===== src/rtl/byte_ring_fifo_core_defines.svh =====
// ----------------------------------------------------------------------------
// Byte ring FIFO assertion macros
// Shared concurrent assertion forms used by the byte ring FIFO modules.
// ----------------------------------------------------------------------------
`ifndef BYTE_RING_FIFO_CORE_DEFINES_SVH
`define BYTE_RING_FIFO_CORE_DEFINES_SVH

// The consequent must hold in the same cycle as the antecedent.
`define BRF_ASSERT_IMPLIES(label, clk, rst_n, ante, cons, msg) \
  label: assert property (@(posedge clk) disable iff (!rst_n) (ante) |-> (cons)) \
    else $error(msg);

// The consequent must hold in the cycle after the antecedent.
`define BRF_ASSERT_NEXT(label, clk, rst_n, ante, cons, msg) \
  label: assert property (@(posedge clk) disable iff (!rst_n) (ante) |=> (cons)) \
    else $error(msg);

// The condition must never be true.
`define BRF_ASSERT_NEVER(label, clk, rst_n, cond, msg) \
  label: assert property (@(posedge clk) disable iff (!rst_n) !(cond)) \
    else $error(msg);

`endif


===== src/rtl/brf_pkg.sv =====
// ----------------------------------------------------------------------------
// Byte ring FIFO package
// Sizes, command codes and the request types shared by the front and back.
// ----------------------------------------------------------------------------
package brf_pkg;

  localparam int STORE_DEPTH = 256;
  localparam int PEEK_MAX    = 64;

  localparam int ADDR_W  = $clog2(STORE_DEPTH);
  localparam int CAP_W   = 8;
  localparam int CMP_W   = CAP_W + 1;
  localparam int DATA_W  = 8;
  localparam int ASK_W   = 7;
  localparam int REM_W   = $clog2(PEEK_MAX + 1);

  // Request queue between front and back; the depth must be a power of two.
  localparam int QUEUE_DEPTH = 2;
  localparam int QPTR_W      = $clog2(QUEUE_DEPTH);

  localparam logic [CAP_W-1:0] CAP_RESET = 8'd255;

  typedef enum logic [1:0] {
    CMD_APPEND = 2'd0,
    CMD_TAKE   = 2'd1,
    CMD_PEEK   = 2'd2,
    CMD_CLEAR  = 2'd3
  } cmd_e;

  typedef struct packed {
    cmd_e              cmd;
    logic [DATA_W-1:0] data;
    logic [REM_W-1:0]  ask;
  } req_t;

  typedef struct packed {
    logic valid;
    req_t req;
  } head_t;

  typedef enum logic {
    ST_EXEC,
    ST_PEEK
  } back_state_e;

endpackage


===== src/rtl/brf_front.sv =====
// ----------------------------------------------------------------------------
// Byte ring FIFO front
// Accepts requests, decodes them and holds them in a short queue.
// ----------------------------------------------------------------------------
`include "byte_ring_fifo_core_defines.svh"

module brf_front (
  input  logic                         clk_i,
  input  logic                         rst_ni,
  input  logic                         in_valid_i,
  output logic                         in_stall_o,
  input  logic [1:0]                   command_i,
  input  logic [brf_pkg::DATA_W-1:0]   data_in_i,
  input  logic [brf_pkg::ASK_W-1:0]    peek_count_i,
  input  logic                         pop_i,
  output brf_pkg::head_t               head_o
);
  import brf_pkg::*;

  req_t              slots_q [QUEUE_DEPTH];
  logic [QPTR_W-1:0] wr_ptr_q, wr_ptr_d;
  logic [QPTR_W-1:0] rd_ptr_q, rd_ptr_d;
  logic [QPTR_W:0]   count_q, count_d;
  logic              push, pop;
  req_t              req_in;

  // Only the fields a command uses are kept; the peek length is clamped here
  // since the clamp does not depend on the FIFO state.
  always_comb begin
    req_in.cmd  = cmd_e'(command_i);
    req_in.data = (req_in.cmd == CMD_APPEND) ? data_in_i : '0;
    req_in.ask  = '0;
    if (req_in.cmd == CMD_PEEK) begin
      if (peek_count_i > ASK_W'(PEEK_MAX)) begin
        req_in.ask = REM_W'(PEEK_MAX);
      end else begin
        req_in.ask = peek_count_i[REM_W-1:0];
      end
    end
  end

  assign in_stall_o = (count_q == (QPTR_W + 1)'(QUEUE_DEPTH));
  assign push       = in_valid_i && !in_stall_o;
  assign pop        = pop_i && (count_q != '0);

  always_comb begin
    wr_ptr_d = push ? wr_ptr_q + 1'b1 : wr_ptr_q;
    rd_ptr_d = pop  ? rd_ptr_q + 1'b1 : rd_ptr_q;
    count_d  = count_q;
    if (push && !pop) begin
      count_d = count_q + 1'b1;
    end else if (pop && !push) begin
      count_d = count_q - 1'b1;
    end
  end

  always_ff @(posedge clk_i or negedge rst_ni) begin
    if (!rst_ni) begin
      wr_ptr_q <= '0;
      rd_ptr_q <= '0;
      count_q  <= '0;
    end else begin
      wr_ptr_q <= wr_ptr_d;
      rd_ptr_q <= rd_ptr_d;
      count_q  <= count_d;
    end
  end

  always_ff @(posedge clk_i) begin
    if (push) begin
      slots_q[wr_ptr_q] <= req_in;
    end
  end

  assign head_o.valid = (count_q != '0);
  assign head_o.req   = slots_q[rd_ptr_q];

  `BRF_ASSERT_IMPLIES(a_pop_nonempty, clk_i, rst_ni, pop_i, count_q != '0,
                      "front popped while the queue was empty")
  `BRF_ASSERT_NEVER(a_count_bound, clk_i, rst_ni,
                    count_q > (QPTR_W + 1)'(QUEUE_DEPTH),
                    "front queue count above its depth")
  `BRF_ASSERT_NEXT(a_push_counts, clk_i, rst_ni, push && !pop, count_q != '0,
                   "front queue empty after a push")

endmodule


===== src/rtl/brf_back.sv =====
// ----------------------------------------------------------------------------
// Byte ring FIFO back
// Executes queued requests against the ring store and registers the results.
// ----------------------------------------------------------------------------
`include "byte_ring_fifo_core_defines.svh"

module brf_back (
  input  logic                        clk_i,
  input  logic                        rst_ni,
  input  brf_pkg::head_t              head_i,
  output logic                        pop_o,
  input  logic                        cfg_we_i,
  input  logic [brf_pkg::CAP_W-1:0]   cfg_wdata_i,
  output logic                        out_valid_o,
  input  logic                        out_stall_i,
  output logic [brf_pkg::DATA_W-1:0]  data_out_o,
  output logic                        ok_o,
  output logic [brf_pkg::CAP_W-1:0]   fill_level_o,
  output logic [brf_pkg::CAP_W-1:0]   free_space_o,
  output logic                        last_o
);
  import brf_pkg::*;

  logic [DATA_W-1:0] mem [STORE_DEPTH];

  logic [CAP_W-1:0]  cap_q;
  logic [ADDR_W-1:0] rd_ptr_q, rd_ptr_d;
  logic [ADDR_W-1:0] wr_ptr_q, wr_ptr_d;
  logic [CAP_W-1:0]  held_q, held_d;
  back_state_e       state_q, state_d;
  logic [ADDR_W-1:0] run_ptr_q, run_ptr_d;
  logic [REM_W-1:0]  run_rem_q, run_rem_d;

  logic              out_valid_q;
  logic              out_sel_q, out_ok_q, out_last_q;
  logic [CAP_W-1:0]  out_fill_q, out_free_q;
  logic [DATA_W-1:0] rdata_q;

  logic [CMP_W-1:0]  eff_cap;
  logic              slot_free, adv;
  logic              wr_en, rd_en;
  logic [ADDR_W-1:0] rd_addr;
  logic              res_sel, res_ok, res_last;
  logic [CAP_W-1:0]  res_free;
  logic [CAP_W-1:0]  ask_ext, clamp8;
  logic [REM_W-1:0]  clamp_n;

  function automatic logic [ADDR_W-1:0] next_ptr(input logic [ADDR_W-1:0] p,
                                                 input logic [CMP_W-1:0]  cap);
    logic [CMP_W-1:0] n;
    n = {{(CMP_W - ADDR_W){1'b0}}, p} + CMP_W'(1);
    return (n >= cap) ? '0 : n[ADDR_W-1:0];
  endfunction

  assign eff_cap = (CMP_W'(cap_q) > CMP_W'(STORE_DEPTH)) ? CMP_W'(STORE_DEPTH)
                                                         : CMP_W'(cap_q);

  assign slot_free = !out_valid_q || !out_stall_i;
  assign adv       = slot_free && ((state_q == ST_PEEK) || head_i.valid);

  // Peek length: the front already bounded it by the run limit.
  assign ask_ext = CAP_W'(head_i.req.ask);
  assign clamp8  = (ask_ext < held_q) ? ask_ext : held_q;
  assign clamp_n = clamp8[REM_W-1:0];

  always_comb begin
    state_d   = state_q;
    rd_ptr_d  = rd_ptr_q;
    wr_ptr_d  = wr_ptr_q;
    held_d    = held_q;
    run_ptr_d = run_ptr_q;
    run_rem_d = run_rem_q;
    pop_o     = 1'b0;
    wr_en     = 1'b0;
    rd_en     = 1'b0;
    rd_addr   = rd_ptr_q;
    res_sel   = 1'b0;
    res_ok    = 1'b0;
    res_last  = 1'b1;

    unique case (state_q)
      ST_EXEC: begin
        if (adv) begin
          pop_o = 1'b1;
          unique case (head_i.req.cmd)
            CMD_APPEND: begin
              if (CMP_W'(held_q) < eff_cap) begin
                wr_en    = 1'b1;
                wr_ptr_d = next_ptr(wr_ptr_q, eff_cap);
                held_d   = held_q + 1'b1;
                res_ok   = 1'b1;
              end
            end
            CMD_TAKE: begin
              if (held_q != '0) begin
                rd_en    = 1'b1;
                res_sel  = 1'b1;
                res_ok   = 1'b1;
                held_d   = held_q - 1'b1;
                rd_ptr_d = next_ptr(rd_ptr_q, eff_cap);
              end
            end
            CMD_PEEK: begin
              if (clamp_n != '0) begin
                rd_en    = 1'b1;
                res_sel  = 1'b1;
                res_ok   = 1'b1;
                res_last = (clamp_n == REM_W'(1));
                if (clamp_n != REM_W'(1)) begin
                  state_d   = ST_PEEK;
                  run_ptr_d = next_ptr(rd_ptr_q, eff_cap);
                  run_rem_d = clamp_n - 1'b1;
                end
              end
            end
            CMD_CLEAR: begin
              rd_ptr_d = '0;
              wr_ptr_d = '0;
              held_d   = '0;
              res_ok   = 1'b1;
            end
            default: begin
            end
          endcase
        end
      end
      ST_PEEK: begin
        if (adv) begin
          rd_en     = 1'b1;
          rd_addr   = run_ptr_q;
          res_sel   = 1'b1;
          res_ok    = 1'b1;
          res_last  = (run_rem_q == REM_W'(1));
          run_ptr_d = next_ptr(run_ptr_q, eff_cap);
          run_rem_d = run_rem_q - 1'b1;
          if (run_rem_q == REM_W'(1)) begin
            state_d = ST_EXEC;
          end
        end
      end
      default: begin
        state_d = ST_EXEC;
      end
    endcase

    // A capacity write empties the ring; it must arrive only while idle, which the block does not enforce.
    if (cfg_we_i) begin
      rd_ptr_d = '0;
      wr_ptr_d = '0;
      held_d   = '0;
    end
  end

  assign res_free = CAP_W'(eff_cap - CMP_W'(held_d));

  always_ff @(posedge clk_i or negedge rst_ni) begin
    if (!rst_ni) begin
      cap_q       <= CAP_RESET;
      rd_ptr_q    <= '0;
      wr_ptr_q    <= '0;
      held_q      <= '0;
      state_q     <= ST_EXEC;
      run_rem_q   <= '0;
      out_valid_q <= 1'b0;
    end else begin
      if (cfg_we_i) begin
        cap_q <= cfg_wdata_i;
      end
      rd_ptr_q  <= rd_ptr_d;
      wr_ptr_q  <= wr_ptr_d;
      held_q    <= held_d;
      state_q   <= state_d;
      run_rem_q <= run_rem_d;
      if (slot_free) begin
        out_valid_q <= adv;
      end
    end
  end

  always_ff @(posedge clk_i) begin
    run_ptr_q <= run_ptr_d;
    if (adv) begin
      out_sel_q  <= res_sel;
      out_ok_q   <= res_ok;
      out_last_q <= res_last;
      out_fill_q <= held_d;
      out_free_q <= res_free;
    end
  end

  always_ff @(posedge clk_i) begin
    if (wr_en) begin
      mem[wr_ptr_q] <= head_i.req.data;
    end
    if (rd_en) begin
      rdata_q <= mem[rd_addr];
    end
  end

  assign out_valid_o  = out_valid_q;
  assign data_out_o   = out_sel_q ? rdata_q : '0;
  assign ok_o         = out_ok_q;
  assign fill_level_o = out_fill_q;
  assign free_space_o = out_free_q;
  assign last_o       = out_last_q;

  `BRF_ASSERT_NEVER(a_held_bound, clk_i, rst_ni, CMP_W'(held_q) > eff_cap,
                    "held count above the capacity")
  `BRF_ASSERT_NEVER(a_ptr_range, clk_i, rst_ni,
                    (eff_cap != '0) &&
                    ((CMP_W'(rd_ptr_q) >= eff_cap) || (CMP_W'(wr_ptr_q) >= eff_cap)),
                    "ring pointer outside the capacity")
  `BRF_ASSERT_IMPLIES(a_run_nonzero, clk_i, rst_ni, state_q == ST_PEEK,
                      (run_rem_q != '0) && (held_q != '0),
                      "peek run active with nothing left to give")

endmodule


===== src/rtl/byte_ring_fifo_core.sv =====
// ----------------------------------------------------------------------------
// Byte ring FIFO core
// Byte FIFO in a ring of programmable capacity with append, take, peek, clear.
// ----------------------------------------------------------------------------
// Each request carries one command: append a byte, take the oldest byte,
// peek a run of the oldest bytes without removing them, or clear. Append,
// take and clear produce one result each, with last set; a peek produces
// min(peek_count, fill level, 64) results in order from the oldest byte,
// last set on the final one, or a single result with ok clear when that
// count is zero. Every result carries the fill level and free space after
// the step. While the output is not stalled, the sustained rate is one
// request per cycle for append, take and clear, and a peek gives one
// result per cycle; the rate is set by the back-end sequencer, which issues
// one access per cycle to the single-write, single-read byte store and
// walks a peek run one entry at a time. An accepted request is written
// into the two-entry request queue, and the back end then executes it
// and loads the result register together with the registered store read.
// The request queue lets new requests be accepted while a result waits to
// be taken. The capacity register (reset 255) may be any value from 0 to
// 255 and need not be a power of two; writing it empties the FIFO but keeps
// the stored bytes, and it must only be written while the block is idle.
// No clearing pass runs after reset, since a slot is never read before it
// has been written.

module byte_ring_fifo_core (
  input  logic                        clk_i,
  input  logic                        rst_ni,
  input  logic                        in_valid_i,
  output logic                        in_stall_o,
  input  logic [1:0]                  command_i,
  input  logic [brf_pkg::DATA_W-1:0]  data_in_i,
  input  logic [brf_pkg::ASK_W-1:0]   peek_count_i,
  output logic                        out_valid_o,
  input  logic                        out_stall_i,
  output logic [brf_pkg::DATA_W-1:0]  data_out_o,
  output logic                        ok_o,
  output logic [brf_pkg::CAP_W-1:0]   fill_level_o,
  output logic [brf_pkg::CAP_W-1:0]   free_space_o,
  output logic                        last_o,
  input  logic                        cfg_we_i,
  input  logic [brf_pkg::CAP_W-1:0]   cfg_wdata_i
);
  import brf_pkg::*;

  // Oldest queued request and its valid flag, handed from front to back.
  head_t head;
  // Back end consumes the head request when it starts executing it.
  logic  pop;

  // Front end: request handshake, command decode and the request queue.
  brf_front u_front (
    .clk_i        (clk_i),
    .rst_ni       (rst_ni),
    .in_valid_i   (in_valid_i),
    .in_stall_o   (in_stall_o),
    .command_i    (command_i),
    .data_in_i    (data_in_i),
    .peek_count_i (peek_count_i),
    .pop_i        (pop),
    .head_o       (head)
  );

  // Back end: ring pointers, byte store, peek sequencer and result register.
  brf_back u_back (
    .clk_i        (clk_i),
    .rst_ni       (rst_ni),
    .head_i       (head),
    .pop_o        (pop),
    .cfg_we_i     (cfg_we_i),
    .cfg_wdata_i  (cfg_wdata_i),
    .out_valid_o  (out_valid_o),
    .out_stall_i  (out_stall_i),
    .data_out_o   (data_out_o),
    .ok_o         (ok_o),
    .fill_level_o (fill_level_o),
    .free_space_o (free_space_o),
    .last_o       (last_o)
  );

endmodule

===== config.mk =====
export PLATFORM = sky130hd
export DESIGN_NAME = byte_ring_fifo_core
export DESIGN_NICKNAME = d
export VERILOG_FILES = /design/src/rtl/brf_pkg.sv /design/src/rtl/brf_front.sv /design/src/rtl/brf_back.sv /design/src/rtl/byte_ring_fifo_core.sv
export VERILOG_INCLUDE_DIRS = /design/src /design/src/rtl
export SDC_FILE = /design/constraint.sdc
export NUM_CORES = 2
export LEC_CHECK = 0
export ABC_AREA = 1
export BUFFER_PORTS_ARGS = -buffer_cell sky130_fd_sc_hd__buf_2
export CAP_MARGIN = 30
export CORE_UTILIZATION = 29
export CTS_CLUSTER_SIZE = 28
export DETAILED_ROUTE_END_ITERATION = 6
export GPL_TIMING_DRIVEN = 1
export HOLD_SLACK_MARGIN = 0.05
export SLEW_MARGIN = 40
export SYNTH_ARGS = -nofsm -noshare
export SYNTH_HDL_FRONTEND = slang
export SYNTH_SLANG_ARGS = --single-unit

===== constraint.sdc =====
create_clock -name clk_i -period 10.4 [get_ports clk_i]
set_input_delay 1.04 -clock clk_i [delete_from_list [all_inputs] [get_ports clk_i]]
set_output_delay 1.04 -clock clk_i [all_outputs]
set_load 0.01 [all_outputs]

==> summary.txt <==
Logic synthesis
  – Mux cell area share after synthesis: less than 1%
  – Post-synthesis xor/xnor area fraction: less than 1%
  – Post-synthesis area per instance: around 11 sq um
  – #FFs+latches synth: 2,162
  – Seq/Total Area, Yosys: a little over 70%
  – Syn Nets: slightly above 8,000
  – Area contributors post-synth: edfxtp_1, nand2_1, nand3_1
  – Synth cell count leaders: nand2_1, edfxtp_1, nand3_1, buf_2, nor2_1
  – Post-synth ARST share: approximately 2.1%
  – Synth unique cells: 48
  – Compound-Gate Fraction of Synth Area: 2.83%
  – Adder-cell share of the synthesized area: less than 1%
  – Synthesized cell area: ~0.09 sq mm
  – Largest family of logic cells by synthesized area: simple AND/OR/NAND/NOR gates
  – Post-synth EDFFs: between 2,000 and 2,500
  – Gate Count Post-Synth: 7,996
  – Cell accounting for the most synthesized area: edfxtp_1
  – Yosys warns: 0
  – Simple-gate area share of the yosys netlist: around a fifth
  – Cell with the most instances after synthesis: nand2_1
  – Primary FF master, synth: edfxtp_1
  – Synth top area share: roughly 70%

Clock network
  – Clock Tree Root: clkbuf_16
  – CTS hold repair buffers: 0
  – Sink Count: around 2,200
  – CTS tree: built
  – Worst-path clk slew: about 0.060 ns
  – CTS buffer count: 210
  – CTS Buffer Depth: 3
  – PostCTS Resize Cnt: 0
  – Post-CTS Setup Inserts: 0
  – Htree depth: 4
  – Clock Latency Late Sink: between 0.8 and 0.9 ns

Power
  – Pwr/cell area: 292 mW/mm^2
  – Static leakage: approximately 36 nW
  – Peak supply drop: about 0.24 mV

Outcome
  – Violated checks: DRC
  – Outcome: finished, violations left

Place
  – Buffers on Ports: 57
  – HPWL Detailed: around 140,000 um
  – Gpl congestion: ~0.84

Route
  – Post-route ant nets: 0
  – Drt wl/cell: 20.5 um
  – Post-route DRC: 1
  – Total number of vias: ~61,000
  – DRT Pass-1 Iters: 7
  – Iter 0 DRT Violations: 7,637
  – Routed WL: around 250,000 um
  – Via-to-Cell Ratio: roughly 5.0

Timing
  – Pin slew with the least headroom to its limit: 0.912 ns
  – Worst slew margin: 39.1%
  – Fin crit share: ~50%
  – Unrepaired setup endpoints after global routing: no
  – Minimum clock period: 5.13 ns
  – Final hold violations: 0
  – Max Freq: between 150 and 200 MHz
  – Worst-case clock skew: a little under 0.04 ns
  – Final setup viols: 0
  – Final hold slack: 0.317 ns
  – Setup TNS: 0 ns
  – Fin. max-slew vios: 0

Floorplanning
  – Die footprint: roughly 0.32 sq mm
  – Die Wd: about 560 um
  – Die Height: between 500 and 600 um
  – Initial Utilization: between 20% and 30%
  – Row cnt: 205
  – Core ar.: between 0.3 and 0.4 sq mm
  – Io pins: 58

Worst setup path
  – CP bufs+invs: 2
  – Critical Path RT: approximately 11 ns
  – Critical path origin: u_front.rd_ptr_q
  – Crit-path slowest cell: nor2_1
  – Critical path's top delay family: simple AND/OR/NAND/NOR gates
  – Crit path capture type: register
  – Stages on the worst setup path: 10
  – Crit path kind: reg2reg
  – Critical path launch point type: register
  – Max incr delay on CP: around 0.80 ns
  – Critical Path AT: 5.60 ns
  – Critical R2R Launch: u_front.rd_ptr_q
  – Worst path cell trace: inv_4, or2_2, o21ai_0, ha_1, nand2_1, nor2_2, inv_2, nor2_2, nand2_1, nor2_1
  – R2R cell count: 10
  – CP Max Fanout: 18

Final layout
  – Area occupied by multi-input gates: approximately 0.023 sq mm
  – NumNets Final: about 8,000
  – Area grow syn2layout: 12.3%
  – Register Area: approximately 0.065 sq mm
  – Filler Cell Count: 30,900
  – Layout cells sized above 1: 7.71%
  – Biggest register: u_back.mem
  – Max reg flops: slightly above 2,000
  – Largest registers: u_back.mem x2048, u_front.slots_q x34

Global route
  – GRT Total Usage: approximately 15%
  – Grt total ovfl: 0
  – Vias in the first global route: just under 60,000
  – First-pass GRT wire length: around 370,000 um
  – Initial antenna violation count: 12
  – Largest net degree at the start of global routing: 177

Job
  – Max-cap violations: 0

Worst hold path
  – Hold Path Class: in2async
[stage by stage]
step	setup WS, ns	utilization [%]	total power [W]	cell area, sq um	std cells
finish	5.27	32.8	0.0299	102000	12200
global route	4.75	32.8	0.0314	102000	12200
CTS	5.33	32.7	0.0299	102000	12200
detailed placement	4.89	30.6	0.0225	95600	11800
global placement	4.47	30.5	0.0222	95300	11800
floorplan	5.63	-	0.0189	91200	7996
[worst paths after layout]
path / slack, ns / to
min: 0.32 / u_back.rd_ptr_q[0]
max in group asynchronous: 9.61 / u_back.state_q
min in group clk_i: 0.42 / u_back.cap_q[5]
max: 5.27 / u_back.mem[38][3]
max reg2reg: 5.27 / u_back.mem[38][3]
min reg2reg: 0.52 / u_back.run_rem_q[1]
[logic make-up (layout without fill, tap and decap cells)]
family,Yosys count,after routing
multiplexers,1,1
XOR/XNOR,27,27
flip-flops,2162,2162
adder cells (fa/ha/maj),64,64
AND/OR/NAND/NOR,4565,4565
other,0,2
AO/OA/AOI/OAI,429,429
buffers and inverters,748,805
[layer usage]
layer | share of wire [%] | GRT usage [%]
met5 | 0.028 | 0.120
met4 | 2.4 | 4.04
met3 | 8.7 | 2.48
met2 | 46 | 24.4
met1 | 43 | 21.9
[layout by cell type, fill, tap and decap left out, types with 5 or more instances in the layout]
cell	count
a21oi_1	38
or2_1	32
xnor2_1	5
nand3_2	10
buf_12	17
clkinvlp_4	5
nor2_2	19
or2_2	77
dfrtp_1	36
nand2_1	2520
nand2_8	5
nor3_2	5
inv_1	244
nor2_1	303
buf_4	64
xor2_1	22
clkinv_2	43
o21ai_4	5
buf_16	6
o211ai_1	145
nand2_2	10
bufinv_16	17
clkinv_8	6
clkbuf_16	213
nor3_1	12
nand3_1	1542
nand4_1	15
edfxtp_1	2117
o21ai_0	216
nand2_4	6
dfstp_2	8
buf_2	57
clkinv_1	51
clkbuf_8	6
ha_1	63
o21ai_1	5
buf_6	16
clkbuf_1	44
[where the power goes]
part           switching [W]  leakage [nW]  internal, W  total [W]
sequential          0.000135          19.7       0.0110     0.0112
combinational        0.00849          13.1      0.00274     0.0112
clock                0.00330          3.29      0.00422    0.00751
total                 0.0119          36.2       0.0180     0.0299
[area by class of cell]
cell class | instances | area share [%]
Sequential cell | 2162 | 63.2
Multi-Input combinational cell | 5086 | 22.9
Antenna cell | 2 | 0.00489
Clock buffer | 263 | 5.44
Timing Repair Buffer | 160 | 1.42
Clock inverter | 128 | 1.10
Inverter | 254 | 0.950
Tap cell | 4140 | 5.06
(Power assumes the default switching activity.)
